--- src/rtl/stepper_step_dir_position_control_unit_macros.svh ---
// ----------------------------------------------------------------------------
// stepper step/dir position control unit - assertion macros
// concurrent check wrappers, empty when SYNTHESIS is defined
// ----------------------------------------------------------------------------
`ifndef STEPPER_STEP_DIR_POSITION_CONTROL_UNIT_MACROS_SVH
`define STEPPER_STEP_DIR_POSITION_CONTROL_UNIT_MACROS_SVH

`ifndef SYNTHESIS

// same-cycle implication
`define STP_ASSERT_IMP(label, clk, rst_n, ante, cons) \
	label: assert property (@(posedge clk) disable iff (!(rst_n)) (ante) |-> (cons)) \
		else $error("stp assertion failed");

// next-cycle implication
`define STP_ASSERT_NXT(label, clk, rst_n, ante, cons) \
	label: assert property (@(posedge clk) disable iff (!(rst_n)) (ante) |=> (cons)) \
		else $error("stp assertion failed");

`else

`define STP_ASSERT_IMP(label, clk, rst_n, ante, cons)
`define STP_ASSERT_NXT(label, clk, rst_n, ante, cons)

`endif

`endif

--- src/rtl/stp_pkg.sv ---
// ----------------------------------------------------------------------------
// stp_pkg
// shared types and constants of the stepper step/dir position control unit
// ----------------------------------------------------------------------------
`default_nettype none

package stp_pkg;

	localparam int POSITION_BITS_DEF = 20;
	localparam int CMP_W             = 33;
	localparam int DEG_W             = 16;
	localparam int SPD_W             = 24;
	localparam int PROD_W            = DEG_W + SPD_W;
	localparam int CONV_SHIFT        = 23;
	localparam int RAW_STEPS_W       = PROD_W - CONV_SHIFT;
	localparam int CNT_W             = 20;
	localparam int POS_OUT_W         = 20;
	localparam int CFG_IDX_W         = 2;
	localparam int CFG_DATA_W        = 24;

	localparam logic [PROD_W-1:0] ROUND_HALF = PROD_W'(1) << (CONV_SHIFT - 1);

	localparam logic [SPD_W-1:0] SPD_RESET        = SPD_W'(36409);
	localparam logic [CNT_W-1:0] MAX_POS_RESET    = CNT_W'(200);
	localparam logic [CNT_W-1:0] PERIOD_RESET     = CNT_W'(4000);
	localparam logic [CNT_W-1:0] PULSE_RESET      = CNT_W'(100);

	localparam logic MODE_TICK       = 1'b0;
	localparam logic MODE_SET_TARGET = 1'b1;

	typedef enum logic [CFG_IDX_W-1:0] {
		CFG_STEPS_PER_DEGREE  = 2'd0,
		CFG_MAX_POSITION      = 2'd1,
		CFG_STEP_PERIOD_TICKS = 2'd2,
		CFG_PULSE_WIDTH_TICKS = 2'd3
	} cfg_reg_t;

	typedef struct packed {
		logic             mode;
		logic [DEG_W-1:0] target_degrees;
	} stp_in_t;

	typedef struct packed {
		logic                 step_out;
		logic                 dir_out;
		logic [POS_OUT_W-1:0] position;
		logic                 moving;
		logic                 target_accepted;
	} stp_out_t;

endpackage

`default_nettype wire

--- src/rtl/stp_conv.sv ---
// ----------------------------------------------------------------------------
// stp_conv
// angle to step count: degrees times steps per degree, rounded, shifted
// ----------------------------------------------------------------------------
`default_nettype none

module stp_conv (
	input  logic [stp_pkg::DEG_W-1:0]       target_degrees,
	input  logic [stp_pkg::SPD_W-1:0]       steps_per_degree,
	output logic [stp_pkg::RAW_STEPS_W-1:0] raw_steps
);
	import stp_pkg::*;

	logic [PROD_W-1:0] prod;
	logic [PROD_W-1:0] rounded;

	assign prod      = PROD_W'(target_degrees) * PROD_W'(steps_per_degree);
	assign rounded   = prod + ROUND_HALF;
	assign raw_steps = rounded[PROD_W-1:CONV_SHIFT];

endmodule

`default_nettype wire

--- config.mk ---
export PLATFORM = sky130hd
export DESIGN_NAME = stp_conv
export DESIGN_NICKNAME = d
export VERILOG_FILES = /design/src/rtl/stepper_step_dir_position_control_unit_macros.svh /design/src/rtl/stp_pkg.sv /design/src/rtl/stp_conv.sv
export SDC_FILE = /design/constraint.sdc
export NUM_CORES = 1
export LEC_CHECK = 0
export BUFFER_PORTS_ARGS = -buffer_cell sky130_fd_sc_hd__buf_4
export CORE_ASPECT_RATIO = 0.5
export CORE_UTILIZATION = 45
export DETAILED_ROUTE_END_ITERATION = 7
export PLACE_DENSITY = 0.64
export SLEW_MARGIN = 5
export SYNTH_ARGS = -nofsm -noshare
export SYNTH_HDL_FRONTEND = slang
export SYNTH_SLANG_ARGS = --single-unit
--- constraint.sdc ---
create_clock -name vclk -period 9.6
set_input_delay 1.92 -clock vclk [all_inputs]
set_output_delay 1.92 -clock vclk [all_outputs]
set_load 0.05 [all_outputs]
==> results.md, run 1 <==
- Critical path required time: 7680 ps
- Result of the run: finished, final reports clean
- Placement Setup Slack: -131 ps
- Area of the mapped netlist: 0.0126 mm²
- Post-detailed-placement cell area: 0.0135 mm²
- Time the worst path needs with I/O delays and setup: 9390 ps
- Filler Cell Count: 2,520
- Hold slack: 4950 ps
- Drt total wl: 29.7 mm
- Post-Layout Inst Area: 0.0139 mm²
- Warnings from Yosys: 0
- Final core utilization: 51.6%
- Routed via count: 9,535
- Highest-delay cell along the critical path: sky130_fd_sc_hd__fa_1
- Number of maximum-capacitance violations: 0
- Sequential cell area: 0 µm²
- Hold Path Class: input pin to output port
- PortBufs: 57
- Number of max-slew violations in the final report: 0
- Number of nets in the layout: 1,963
- DR pass1 iterations: 7
- Max Clock Freq: 106 MHz
- Part of the cycle the worst path needs: 97.9%
- Number of global-route vias before repair: 10,470
- Critical path fanouts, max: 16
- Worst setup path category: input pin to output port
- Initial antenna violation count: 0
- Routed via count divided by cell count: 5.12
- Slew @ Worst Pin: 457 ps
- Final number of hold-violating endpoints: 0
- Antenna Diode Count: 0
- Width of the die: 238 µm
- Share of post-route cells with drive strength above 1: 9.55%
- Total Routing Usage GR: 22.1%
- Cells along the critical path: buf_4 -> and2_1 -> fa_1 -> inv_1 -> fa_1 -> fa_1 -> inv_1 -> fa_1 -> fa_1 -> inv_1 -> fa_1 -> inv_1 -> ha_1 -> a21oi_2 -> and2b_1 -> o21ai_1 -> a41oi_2 -> buf_6 -> o311ai_4 -> o221ai_2 -> xnor2_2 -> buf_6
- Net count of the mapped netlist: 1,930
- Initial core utilization: 46.7%
- Core box area: 0.0269 mm²
- # clk buffers: 0
- Leading cell type in the layout, fill and taps excluded: sky130_fd_sc_hd__inv_1
- Average cell area after synthesis: 8.63 µm²
- Floorplan row count: 42
- Worst setup EP type: output port
- Die Ht: 120 µm
- Post-synthesis instance total: 1,456
- Sequential element share of the synthesized area: 0%
- RSZ-0062 raised after global routing: no
- Pin count of the biggest net entering global routing: 25
- Post-detailed-route count of antenna-violating nets: 0
- Unique cell type count in the Yosys netlist: 51
- GR Overflow Total: 0
- Relative slew slack: 69.3%
- Average detailed-routed wire length per instance: 15.9 µm
- # hold bufs at CTS: 0
- Number of DRC markers in iteration 0: 490
- Sequential cell count of the final layout: 0
- Global-route wire length before repair: 50.7 mm
- DRC violation count after routing: 0
- Highest-count cells in the layout ignoring fill and taps: 394 x sky130_fd_sc_hd__inv_1, 301 x sky130_fd_sc_hd__fa_1, 223 x sky130_fd_sc_hd__nand2_1, 179 x sky130_fd_sc_hd__and2_1, 119 x sky130_fd_sc_hd__ha_1
- Area added between synthesis and finish: 10.4%
- Area used by multi-input combinational logic: 0.0111 mm²
- Num ports: 57
- Cell repeated most along the worst path: sky130_fd_sc_hd__fa_1
- Die area: 0.0286 mm²
- Crit start category: input pin
- HPWL reported at the end of detailed placement: 25.6 mm
- Final setup violation count: 0
- Placer's final routability congestion estimate: 0.874
- Post-layout worst setup margin: 206 ps
- CP max stage delay: 510 ps
- Endpoint arrival time on the critical path: 7470 ps
-- path summary, 6_finish.rpt --
kind                            start            end  cells after the start
hold / removal    steps_per_degree[0]   raw_steps[1]                      8
setup / recovery  steps_per_degree[6]  raw_steps[16]                     22
-- metal layers --
metal,share of wire [%],vias to the layer above,global-route usage [%]
li1,-,4299,-
met1,41,4924,28.2
met4,3.3,0,6.57
met5,0,-,0
met2,52,251,39.9
met3,4.3,61,1.77
-- per-stage QoR --
step	setup TNS, ps	std cells
floorplan	0	1456
global placement	-140	1858
detailed placement	-319	1858
CTS	-14.2	1858
global route	0	1861
finish	0	1861
-- Yosys cell counts (3+ instances only) --
| cell | n | area (µm²) |
|---|---|---|
| sky130_fd_sc_hd__a211oi_1 | 4 | 30.0 |
| sky130_fd_sc_hd__a21o_1 | 9 | 67.6 |
| sky130_fd_sc_hd__a21oi_1 | 35 | 175 |
| sky130_fd_sc_hd__and2_1 | 179 | 1120 |
| sky130_fd_sc_hd__and3_1 | 6 | 37.5 |
| sky130_fd_sc_hd__buf_4 | 3 | 22.5 |
| sky130_fd_sc_hd__clkbuf_1 | 57 | 214 |
| sky130_fd_sc_hd__fa_1 | 305 | 6110 |
| sky130_fd_sc_hd__ha_1 | 129 | 1610 |
| sky130_fd_sc_hd__inv_1 | 394 | 1480 |
| sky130_fd_sc_hd__nand2_1 | 225 | 845 |
| sky130_fd_sc_hd__nand3_1 | 7 | 35.0 |
| sky130_fd_sc_hd__nand4_1 | 7 | 43.8 |
| sky130_fd_sc_hd__nor2_1 | 9 | 33.8 |
| sky130_fd_sc_hd__nor2b_1 | 3 | 18.8 |
| sky130_fd_sc_hd__nor3_1 | 4 | 20.0 |
| sky130_fd_sc_hd__nor4_2 | 3 | 37.5 |
| sky130_fd_sc_hd__o21ai_0 | 12 | 60.1 |
| sky130_fd_sc_hd__o21bai_1 | 5 | 37.5 |
| sky130_fd_sc_hd__o221ai_1 | 3 | 26.3 |
| sky130_fd_sc_hd__xnor2_1 | 14 | 123 |
| sky130_fd_sc_hd__xor2_1 | 4 | 35.0 |
-- area by class of cell --
class / count / share of cell area, %
Inverter: 394 / 10.7
Tap cell: 374 / 3.37
Timing Repair Buffer: 93 / 6.17
Multi-Input combinational cell: 1000 / 79.8
-- worst max-delay path, delay by kind of cell --
kind / cells / cell delay (ps)
adder cells (fa/ha/maj): 7 / 3290
buffers and inverters: 7 / 730
AND/OR/NAND/NOR: 2 / 380
AO/OA/AOI/OAI: 5 / 960
XOR/XNOR: 1 / 190
-- timing repair --
action / 4_1_cts / 5_1_grt
gates resized for setup: 5 / 71
endpoints found under the setup margin: 4 / 12
pin swaps: 4 / 27
gates cloned: 0 / 0
setup buffers: 0 / 3
endpoints found under the hold margin: 0 / 0
-- cell families (layout without fill, tap and decap cells) --
group / Yosys count / in the layout / synth area share, %
adder cells (fa/ha/maj): 434 / 434 / 61.4
AND/OR/NAND/NOR: 453 / 453 / 18.1
AO/OA/AOI/OAI: 95 / 95 / 5.40
buffers and inverters: 456 / 487 / 13.8
XOR/XNOR: 18 / 18 / 1.25
Power of run 1 is left out: the tool's default activity adds up to more than one toggle a clock period on the data nets, which glitch-free logic cannot reach.
==> inputs of run 2 (changes only) <==
--- a/config.mk
+++ b/config.mk
@@ -10,6 +10,7 @@
 export CORE_UTILIZATION = 45
 export DETAILED_ROUTE_END_ITERATION = 7
 export PLACE_DENSITY = 0.64
+export RECOVER_POWER = 50
 export SLEW_MARGIN = 5
 export SYNTH_ARGS = -nofsm -noshare
 export SYNTH_HDL_FRONTEND = slang
==> run 2 against run 1 <==
Net effect: global-route usage is the same; cell count is the same; sequential share of layout area is the same; cell area is essentially flat; count of clock-buffer cells in the layout stayed put; setup slack got worse by 8.2 ps; wire length barely moved; flip-flop and latch count unchanged; via count barely moved; die area is the same; critical path depth did not move.
==> results.md, run 2 (same netlist as run 1, synthesis figures left out) <==
- Result of the run: finished, final reports clean
- Antenna Diode Count: 0 (unchanged)
- Final setup violation count: 0 (unchanged)
- Crit start category: input pin
- Critical path fanouts, max: 16 (unchanged)
- Routed via count: 9,528 (-0.073%)
- Worst setup path category: input pin to output port
- Post-detailed-route count of antenna-violating nets: 0 (unchanged)
- Max Clock Freq: 106 MHz (about the same)
- Initial core utilization: 46.7% (unchanged)
- Relative slew slack: 69.2% (about the same)
- Leading cell type in the layout, fill and taps excluded: sky130_fd_sc_hd__inv_1
- Part of the cycle the worst path needs: 97.9% (about the same)
- Hold Path Class: input pin to output port
- PortBufs: 57 (unchanged)
- Number of maximum-capacitance violations: 0 (unchanged)
- Initial antenna violation count: 0 (unchanged)
- Drt total wl: 29.7 mm (about the same)
- Pin count of the biggest net entering global routing: 25 (unchanged)
- End point of the worst hold path: raw_steps[1]
- DRC violation count after routing: 0 (unchanged)
- Floorplan row count: 42 (unchanged)
- Critical path required time: 7680 ps (about the same)
- Die Ht: 120 µm (unchanged)
- Final number of hold-violating endpoints: 0 (unchanged)
- Cell count of the worst hold path: 8 (unchanged)
- Num ports: 57 (unchanged)
- Core box area: 0.0269 mm² (unchanged)
- DR pass1 iterations: 5 (-2)
- Width of the die: 238 µm (unchanged)
- Sequential cell count of the final layout: 0 (unchanged)
- GR Overflow Total: 0 (unchanged)
- Total Routing Usage GR: 22.1% (unchanged)
- Share of post-route cells with drive strength above 1: 9.55% (unchanged)
- Filler Cell Count: 2,523 (+0.12%)
- Area added between synthesis and finish: 10.3% (about the same)
- Sequential cell area: 0 µm² (unchanged)
- HPWL reported at the end of detailed placement: 25.6 mm (unchanged)
- Global-route wire length before repair: 50.7 mm (unchanged)
- Hold slack: 4990 ps (+45.2 ps)
- Endpoint arrival time on the critical path: 7480 ps (about the same)
- Average detailed-routed wire length per instance: 15.9 µm (about the same)
- Placer's final routability congestion estimate: 0.874 (unchanged)
- Number of nets in the layout: 1,963 (unchanged)
- Worst setup EP type: output port
- Routed via count divided by cell count: 5.12 (about the same)
- Slew @ Worst Pin: 457 ps (+0.747 ps)
- Startpoint of the worst hold path: steps_per_degree[0]
- Number of global-route vias before repair: 10,470 (unchanged)
- # hold bufs at CTS: 0 (unchanged)
- Number of DRC markers in iteration 0: 493 (+0.61%)
- # clk buffers: 0 (unchanged)
- Highest-count cells in the layout ignoring fill and taps: 394 x sky130_fd_sc_hd__inv_1, 301 x sky130_fd_sc_hd__fa_1, 223 x sky130_fd_sc_hd__nand2_1, 179 x sky130_fd_sc_hd__and2_1, 119 x sky130_fd_sc_hd__ha_1
- Time the worst path needs with I/O delays and setup: 9400 ps (+8.17 ps)
- Number of max-slew violations in the final report: 0 (unchanged)
- Die area: 0.0286 mm² (unchanged)
## run 2: cell count changes in the layout (fill, tap and decap cells not counted)
cell | previous run | this run
sky130_fd_sc_hd__clkbuf_4 | 0 | 2
sky130_fd_sc_hd__clkbuf_2 | 0 | 4
sky130_fd_sc_hd__buf_4 | 64 | 58
## run 2: area by class of cell
class	instances	area [µm²]	share of cell area, %
Inverter	394	1480	10.7
Multi-Input combinational cell	1000	11100	79.9
Tap cell	374	468	3.38
Timing Repair Buffer	93	846	6.10
## run 2: worst max-delay path by stage
| stage | end | start |
|---|---|---|
| floorplan | raw_steps[13] | target_degrees[1] |
| global placement | raw_steps[15] | target_degrees[1] |
| detailed placement | raw_steps[15] | target_degrees[1] |
| CTS | raw_steps[16] | target_degrees[4] |
| global route | raw_steps[7] | steps_per_degree[22] |
| finish | raw_steps[16] | steps_per_degree[6] |
## run 2: critical path, cell delays in order
cell                       delay (ps)
sky130_fd_sc_hd__buf_4            180
sky130_fd_sc_hd__and2_1           190
sky130_fd_sc_hd__fa_1             480
sky130_fd_sc_hd__inv_1             50
sky130_fd_sc_hd__fa_1             460
sky130_fd_sc_hd__fa_1             510
sky130_fd_sc_hd__inv_1             50
sky130_fd_sc_hd__fa_1             510
sky130_fd_sc_hd__fa_1             500
sky130_fd_sc_hd__inv_1             50
sky130_fd_sc_hd__fa_1             510
sky130_fd_sc_hd__inv_1             50
sky130_fd_sc_hd__ha_1             320
sky130_fd_sc_hd__a21oi_2          170
sky130_fd_sc_hd__and2b_1          190
sky130_fd_sc_hd__o21ai_1          160
sky130_fd_sc_hd__a41oi_2          150
sky130_fd_sc_hd__buf_6            170
sky130_fd_sc_hd__o311ai_4         310
sky130_fd_sc_hd__o221ai_2         170
sky130_fd_sc_hd__xnor2_2          190
sky130_fd_sc_hd__buf_6            180
## run 2: per-stage QoR
| step | utilization [%] | area (µm²) | setup TNS [ps] | std cells | setup WS [ps] |
|---|---|---|---|---|---|
| 5_1_grt | 51.5 | 13900 | -5.45 | 1861 | -5.45 |
| 6_report | 51.5 | 13900 | 0 | 1861 | 198 |
| 4_1_cts | 50.2 | 13500 | -14.2 | 1858 | -14.2 |
| 2_1_floorplan | - | 12600 | 0 | 1456 | 12.7 |
| 3_3_place_gp | 50.2 | 13500 | -140 | 1858 | -59.3 |
| 3_5_place_dp | 50.2 | 13500 | -319 | 1858 | -131 |
## run 2: metal layers
metal  part of all wire (%)  wire length, µm  global-route usage (%)  vias to the layer above
met4                    3.3              973                    6.57                        0
met3                    4.4             1300                    1.77                       61
met2                     52            15300                    39.9                      254
met1                     41            12100                    28.2                     4917
li1                       -                -                       -                     4296
met5                      0                0                       0                        -
## run 2: repair_timing
action,in CTS,in global routing
pin swaps,4,27
setup endpoints to repair,4,12
gates resized for setup,5,71
cloned,0,0
setup buffers,0,3
Power of run 2 is left out for the same reason.
==> inputs of run 3 (changes only) <==
--- a/config.mk
+++ b/config.mk
@@ -5,6 +5,7 @@
 export SDC_FILE = /design/constraint.sdc
 export NUM_CORES = 1
 export LEC_CHECK = 0
+export ABC_AREA = 1
 export BUFFER_PORTS_ARGS = -buffer_cell sky130_fd_sc_hd__buf_4
 export CORE_ASPECT_RATIO = 0.5
 export CORE_UTILIZATION = 45
==> run 3 against run 2 <==
Net effect: synthesized cell count grew 27%; wire length grew 18%; first-iteration DRC count increased by 88%; cell area grew 1.1%; global-route usage increased by 2.9 points; worst hold slack got worse by 310 ps; sequential share of layout area did not move; cell count rose by 20%; maximum frequency grew 0.31%; count of clock-buffer cells in the layout unchanged; critical path depth did not move; synthesized area is 6.3% higher; largest cell class unchanged.
==> results.md, run 3 <==
- Placer's final routability congestion estimate: 0.961 (+9.9%)
- Unique cell type count in the Yosys netlist: 29 (-43%)
- Die area: 0.0304 mm² (+6.3%)
- DRC violation count after routing: 0 (unchanged)
- Num ports: 57 (unchanged)
- Relative slew slack: 71.1% (+1.9 points)
- Final setup violation count: 0 (unchanged)
- Max Clock Freq: 107 MHz (+0.31%)
- Number of nets in the layout: 2,314 (+18%)
- Sequential element share of the synthesized area: 0% (unchanged)
- CP max stage delay: 550 ps (+40 ps)
- # hold bufs at CTS: 0 (unchanged)
- Routed via count: 10,754 (+13%)
- HPWL reported at the end of detailed placement: 29.7 mm (+16%)
- Highest-count cells in the layout ignoring fill and taps: 601 x sky130_fd_sc_hd__inv_1, 517 x sky130_fd_sc_hd__nand2_1, 305 x sky130_fd_sc_hd__fa_1, 129 x sky130_fd_sc_hd__ha_1, 71 x sky130_fd_sc_hd__nor2_1
- Sum of negative setup slack: 0 ps (unchanged)
- Core box area: 0.0291 mm² (+8.0%)
- Result of the run: finished, final reports clean
- Drt total wl: 35.0 mm (+18%)
- Post-Layout Inst Area: 0.0140 mm² (+1.1%)
- Dominant combinational cell family by area after synthesis: adder cells
- Number of DRC markers in iteration 0: 928 (+88%)
- Critical path fanouts, max: 23 (+7)
- Cell with the most instances after synthesis: sky130_fd_sc_hd__inv_1
- Cell repeated most along the worst path: sky130_fd_sc_hd__fa_1
- Slew @ Worst Pin: 430 ps (-27.6 ps)
- Top cell type by total area after synthesis: sky130_fd_sc_hd__fa_1
- Initial antenna violation count: 0 (unchanged)
- Average detailed-routed wire length per instance: 15.7 µm (-1.4%)
- Post-synth top area share: 45.7% (-2.9 points)
- Sequential cell count of the final layout: 0 (unchanged)
- Hold Path Class: input pin to output port
- Worst setup EP type: output port
- Share of post-route cells with drive strength above 1: 3.86% (-5.7 points)
- Pin count of the biggest net entering global routing: 25 (unchanged)
- Post-synthesis instance total: 1,854 (+27%)
- Crit start category: input pin
- Net count of the mapped netlist: 2,328 (+21%)
- Antenna Diode Count: 0 (unchanged)
- Mux contribution to synthesized area: 0% (unchanged)
- Critical path required time: 7680 ps (about the same)
- Number of global-route vias before repair: 10,954 (+4.6%)
- Worst setup path category: input pin to output port
- Cell count of the worst hold path: 7 (-1)
- Width of the die: 246 µm (+3.1%)
- Global-route wire length before repair: 58.8 mm (+16%)
- Adder-cell area share of the yosys netlist: 57.8% (-3.7 points)
- Final number of hold-violating endpoints: 0 (unchanged)
- Total Routing Usage GR: 24.9% (+2.9 points)
- DR pass1 iterations: 5 (unchanged)
- Floorplan row count: 44 (+4.8%)
- Endpoint arrival time on the critical path: 7450 ps (-30 ps)
- Final core utilization: 48.2% (-3.3 points)
- Number of max-slew violations in the final report: 0 (unchanged)
- Fraction of the mapped netlist area in simple logic gates: 18.7% (+0.54 points)
- Die Ht: 124 µm (+3.1%)
- Number of maximum-capacitance violations: 0 (unchanged)
- GR Overflow Total: 0 (unchanged)
- Top area cells in the synthesized netlist: sky130_fd_sc_hd__fa_1 46%, sky130_fd_sc_hd__inv_1 17%, sky130_fd_sc_hd__nand2_1 15%
- Highest-delay cell along the critical path: sky130_fd_sc_hd__fa_1
- # clk buffers: 0 (unchanged)
- Post-detailed-route count of antenna-violating nets: 0 (unchanged)
- Post-detailed-placement cell area: 0.0140 mm² (+3.9%)
- Time the worst path needs with I/O delays and setup: 9370 ps (-29.3 ps)
- Warnings from Yosys: 0 (unchanged)
- Sequential cell area: 0 µm² (unchanged)
- Leading cell type in the layout, fill and taps excluded: sky130_fd_sc_hd__inv_1
- Area added between synthesis and finish: 4.95%
- Cells along the critical path: buf_4 -> nand2_1 -> fa_1 -> fa_1 -> fa_1 -> inv_1 -> fa_1 -> fa_1 -> inv_1 -> fa_1 -> inv_1 -> ha_1 -> nand2_1 -> nor2_1 -> inv_1 -> nor3_1 -> nand2_1 -> nand3_1 -> nand3b_1 -> nand2_1 -> xor2_1 -> buf_2
- Most used standard cells in the synthesized netlist: 601 x sky130_fd_sc_hd__inv_1, 517 x sky130_fd_sc_hd__nand2_1, 305 x sky130_fd_sc_hd__fa_1, 129 x sky130_fd_sc_hd__ha_1, 78 x sky130_fd_sc_hd__clkbuf_1
- Number of buffers added for setup after CTS: 0 (unchanged)
- RSZ-0062 raised after global routing: no
- PortBufs: 57 (unchanged)
- Routed via count divided by cell count: 4.82 (-5.8%)
- Initial core utilization: 46.0% (-0.73 points)
- Post-synthesis compound-gate area fraction: 3.91% (-1.5 points)
- Area of the mapped netlist: 0.0134 mm² (+6.3%)
- Average cell area after synthesis: 7.21 µm² (-16%)
- Part of the cycle the worst path needs: 97.6% (-0.31 points)
- Xor and xnor area share after synthesis: 0.524% (-0.73 points)
[run 3: per-stage QoR]
step	hold slack, ps	setup WS [ps]	cells
after floorplan	4420	222	1854
after global placement	4690	258	2229
after detailed placement	4670	266	2229
after CTS	4680	238	2229
after global routing	4750	3.68	2229
final	4680	227	2229
[run 3: path summary, 6_finish.rpt]
check	from	end	slack [ps]
setup / recovery	target_degrees[1]	raw_steps[6]	230
hold / removal	steps_per_degree[1]	raw_steps[13]	4680
[run 3: timing repair]
item	CTS	global route
gates resized for setup	0	3
setup endpoints to repair	0	2
endpoints found under the hold margin	0	0
[run 3: layer usage]
| layer | GRT usage (%) | part of all wire [%] | vias to the layer above |
|---|---|---|---|
| li1 | - | - | 5130 |
| met1 | 38.7 | 49 | 5219 |
| met2 | 37.9 | 41 | 379 |
| met3 | 3.23 | 8.7 | 26 |
| met4 | 2.87 | 1.2 | 0 |
| met5 | 0.163 | 0 | - |
[run 3: layout make-up]
cell class	count	area, µm²
inverter	601	2260
fill	3013	15000
timing repair buffer	63	464
tap	391	489
multi-input combinational	1174	10800
[run 3: kinds of logic (layout without fill, tap and decap cells)]
| family | Yosys count | count (layout) |
|---|---|---|
| buffers and inverters | 680 | 664 |
| and+or+nand+nor | 639 | 639 |
| adders and majority gates | 434 | 434 |
| AOI/OAI and AO/OA | 93 | 93 |
| xor gates and xnor gates | 8 | 8 |
[run 3: worst max-delay path, delay by kind of cell]
kind	cells	cell delay, ps
xor gates and xnor gates	1	270
adders and majority gates	7	3480
buffers and inverters	6	860
and+or+nand+nor	8	880
Power of run 3 is left out for the same reason.
